File: src/rtl/core/rbe_ram.sv
`timescale 1ns / 1ps
`default_nettype none
// ----------------------------------------------------------------------------
// rbe_ram
// Generic single-port synchronous RAM with a registered read.
// ----------------------------------------------------------------------------
module rbe_ram #(
  parameter int unsigned Width = 8,
  parameter int unsigned Depth = 256
) (
  input  wire logic                     clk_i,
  input  wire logic                     we_i,
  input  wire logic [$clog2(Depth)-1:0] addr_i,
  input  wire logic [Width-1:0]         wdata_i,
  output logic      [Width-1:0]         rdata_o
);

  logic [Width-1:0] mem_q [Depth];

  // Read first: a write returns the old entry, read registered.
  always_ff @(posedge clk_i) begin
    if (we_i) begin
      mem_q[addr_i] <= wdata_i;
    end
    rdata_o <= mem_q[addr_i];
  end

endmodule
`default_nettype wire

File: config.mk
export PLATFORM = sky130hd
export DESIGN_NAME = rbe_ram
export DESIGN_NICKNAME = d
export VERILOG_FILES = /design/src/rtl/core/rbe_ram.sv
export SDC_FILE = /design/constraint.sdc
export NUM_CORES = 2
export LEC_CHECK = 0
export ABC_CLOCK_PERIOD_IN_PS = 6200
export BUFFER_PORTS_ARGS = -buffer_cell sky130_fd_sc_hd__buf_2
export CORE_MARGIN = 4
export CORE_UTILIZATION = 64
export CTS_CLUSTER_DIAMETER = 80
export DETAILED_ROUTE_END_ITERATION = 10
export PLACE_DENSITY_LB_ADDON = 0.2
export REMOVE_ABC_BUFFERS = 1
export SLEW_MARGIN = 5
export SYNTH_ARGS = -nofsm -noshare
export SYNTH_HDL_FRONTEND = slang
export SYNTH_SLANG_ARGS = --single-unit
File: constraint.sdc
create_clock -name clk_i -period 6.2 [get_ports clk_i]
set_clock_uncertainty 0.1 [all_clocks]
set_input_delay 1.24 -clock clk_i [delete_from_list [all_inputs] [get_ports clk_i]]
set_output_delay 1.24 -clock clk_i [all_outputs]
set_load 0.01 [all_outputs]
==> qor.txt <==
hold-fix buffer count after cts: 0
simple-gate share of the synthesized area: 0.01733
footprint of the multi-input gates: 15780 um^2
Seq pwr share: 0.548
initial antenna violation count: 7
FF-to-FF End: rdata_o[6]$_DFF_P_
leading area contributor after synthesis: edfxtp_1
launching point of the worst reg2reg path: mem_q[9][6]$_DFFE_PP_
R2R cell count: 5
Comb power frac: 0.045
fillers: 6812
maximum VDD drop: 306.9 uV
unrepaired setup endpoints after global routing: no
Final ANT Viol Nets: 0
Switch Pwr: 5.778 mW
Post-DP HPWL: 106500 um
FP Rows: 128
WHS Path Cells: 5
Syn Inst Count: 3547
minimum clock period after layout: 4.538 ns
total gr overflow: 0
combinational family with the most area after synthesis: multiplexers
Fin Setup TNS: 0 ns
most numerous cell in the Yosys netlist: edfxtp_1
worst min-delay path class: flip-flop to flip-flop
largest net degree at the start of global routing: 155
clock network fraction of design power: 0.407
clk_lat worst skew: 0.81 ns
Adder-Cell Fraction of Synth Area: 0
vias in the first global route: 39260
mux cell area share after synthesis: 0.1469
Crit path required time: 6.72 ns
FMAX: 220.4 MHz
Iter 0 DRT Violations: 5569
clock root cell: clkbuf_16
Compound-Gate Fraction of Synth Area: 0.03622
R2R Setup Slk: 3.12 ns
Non-Filler Instances: 5440
final hold violations: 0
Core Area: 121900 um^2
Initial Util: 0.6440
crit start category: primary input
DR DRC count: 0
ys async rst share: 0
leakage power total: 26.37 nW
Nets: 3671
Storage cell area: 61660 um^2
Layout area overhead: 10.65%
Placed Cells: 5082
H-tree depth: 4
Worst-Margin Slew: 1.393 ns
Worst Hold Launch: mem_q[102][4]$_DFFE_PP_
top cell type's share of synthesized area: 0.7835
number of synthesized flops with an enable pin: 2048
Main synth FF type: edfxtp_1
Worst-path clk slew: 0.06 ns
sw frac: 0.2064
Crit. End Element: flip-flop
Syn Area/Cell: 22.13 um^2
top cells by area, synth: edfxtp_1 78%, mux4_2 15%, a22oi_1 2.4%
die area: 128300 um^2
max-cap violations: 0
WL final: 187200 um
total I/O pin count: 26
Final period util: 0.7319
crit-path max FO: 68
post_cts resized: 0
Hold EP: rdata_o[4]$_DFF_P_
CTS Buf Count: 194
post-synth cell types: 22
TritonCTS Sinks: 2056
endpoints failing setup: 0
Power Dens Cells: 322.3 nW/um^2
Vias: 38490
GPL Wtd Cong: 0.8165
Pint: 22.22 mW
First-pass DRT Iterations: 8
sequential share of the synthesized area: 0.7855
Clock Tree Buf Depth: 3
CTS tree: done
Post-Synth XOR/XNOR Area: 0
Tot GR Track Use: 0.3009
chip width: 358.2 um
slew margin rel.: 0.06943
max-slew violations: 0
layout cells sized above 1: 0.2413
Avg WL per Cell: 34.42 um
Post-CTS Setup Inserts: 0
global-route wire length before repair: 275500 um
Synth top cells by count: 2048 x edfxtp_1, 512 x mux4_2, 256 x a22oi_1
Data arrival, critical path: 5.06 ns
Port Buffers: 25
Mapped Area: 78490 um^2
Setup CP Type: primary input to flip-flop
DIE HEIGHT: 358.2 um
via/cell ratio: 7.075
Syn. warnings: 0
Seq cells post-synth: 2056
run status: complete, no violations
## power groups by stage
stage          Clock, mW  Combinational [mW]  Sequential, mW
6_report            11.4                1.26            15.3
5_1_grt             12.1                1.33            15.3
4_1_cts             11.5                1.26            15.3
3_5_place_dp           0                1.25            15.6
3_3_place_gp           0                1.21            15.6
2_1_floorplan          0               0.528            15.6
## per-layer routing
metal / routed length [um] / GRT usage / vias up
met5: 50 / 0 / -
met4: 7471 / 0.1127 / 6
met3: 21460 / 0.07442 / 435
met2: 91440 / 0.4703 / 2574
met1: 66800 / 0.4232 / 20180
li1: - / - / 15300
## state kept, by name, indices dropped and copies added (netlist names)
register,flops
rdata_o,8
mem_q,2048
## critical path: stages
cell and delay, ns:
buf_8 0.65, buf_4 0.59, buf_4 0.33, mux4_2 0.53
a22oi_1 0.20, a21oi_1 0.18, o41ai_1 1.05, nand4_1 0.17
## cell usage in the layout (no fill, tap or decap), drive strengths merged
master and n:
edfxtp 2048, mux4 512, a22oi 256, clkbuf 247
nor2 232, buf 134, a21oi 128, clkinv 94
o41ai 32, nor3 30, nand2 28, bufinv 14
nand3 13, nand4 8, dfxtp 8, diode 7
nor2b 7, nand2b 6, and2 3, inv 3
or2 2, clkinvlp 2, or3 1
## cells by family (layout without fill, tap and decap cells)
logic type | after synthesis | in the layout
buffers and inverters | 233 | 494
flip-flops | 2056 | 2056
AND/OR/NAND/NOR | 330 | 330
multiplexers | 512 | 512
other | 0 | 7
AO/OA/AOI/OAI | 416 | 416
## cell type report
class / instances / share of cell area
well taps: 1625 / 0.02341
flip-flops and latches: 2056 / 0.7099
repair buffers: 142 / 0.01504
diodes: 7 / 0.0002017
multi-input cells: 1258 / 0.1817
inverters: 1 / 0.00004322
clock inverters: 112 / 0.01011
clock buffers: 239 / 0.05955
## per-stage QoR
stage / power, mW / worst slack (ns) / util / cell area, um^2 / hold WS [ns]
finish: 28.00 / 1.662 / 0.7126 / 86850 / 0.8776
global route: 28.78 / 1.372 / 0.7125 / 86840 / 0.9328
CTS: 28.07 / 1.802 / 0.7124 / 86820 / 0.8701
detailed placement: 16.89 / 0.9339 / 0.6627 / 80770 / 0.8684
global placement: 16.84 / 0.8146 / 0.6627 / 80770 / 0.8295
floorplan: 16.16 / -1.992 / - / 77400 / 0.7191
## how the worst max path moves through the flow
stage / from / to / slack (ns) / cells after the start
after global routing: addr_i[0] / rdata_o[1]$_DFF_P_ / 1.37 / 8
after CTS: addr_i[0] / rdata_o[0]$_DFF_P_ / 1.80 / 7
after floorplan: addr_i[3] / mem_q[132][0]$_DFFE_PP_ / -1.99 / 3
after global placement: addr_i[0] / rdata_o[0]$_DFF_P_ / 0.81 / 7
after detailed placement: addr_i[0] / rdata_o[0]$_DFF_P_ / 0.93 / 7
final: addr_i[0] / rdata_o[1]$_DFF_P_ / 1.66 / 8
No activity file was read; power rests on OpenSTA's default activity.
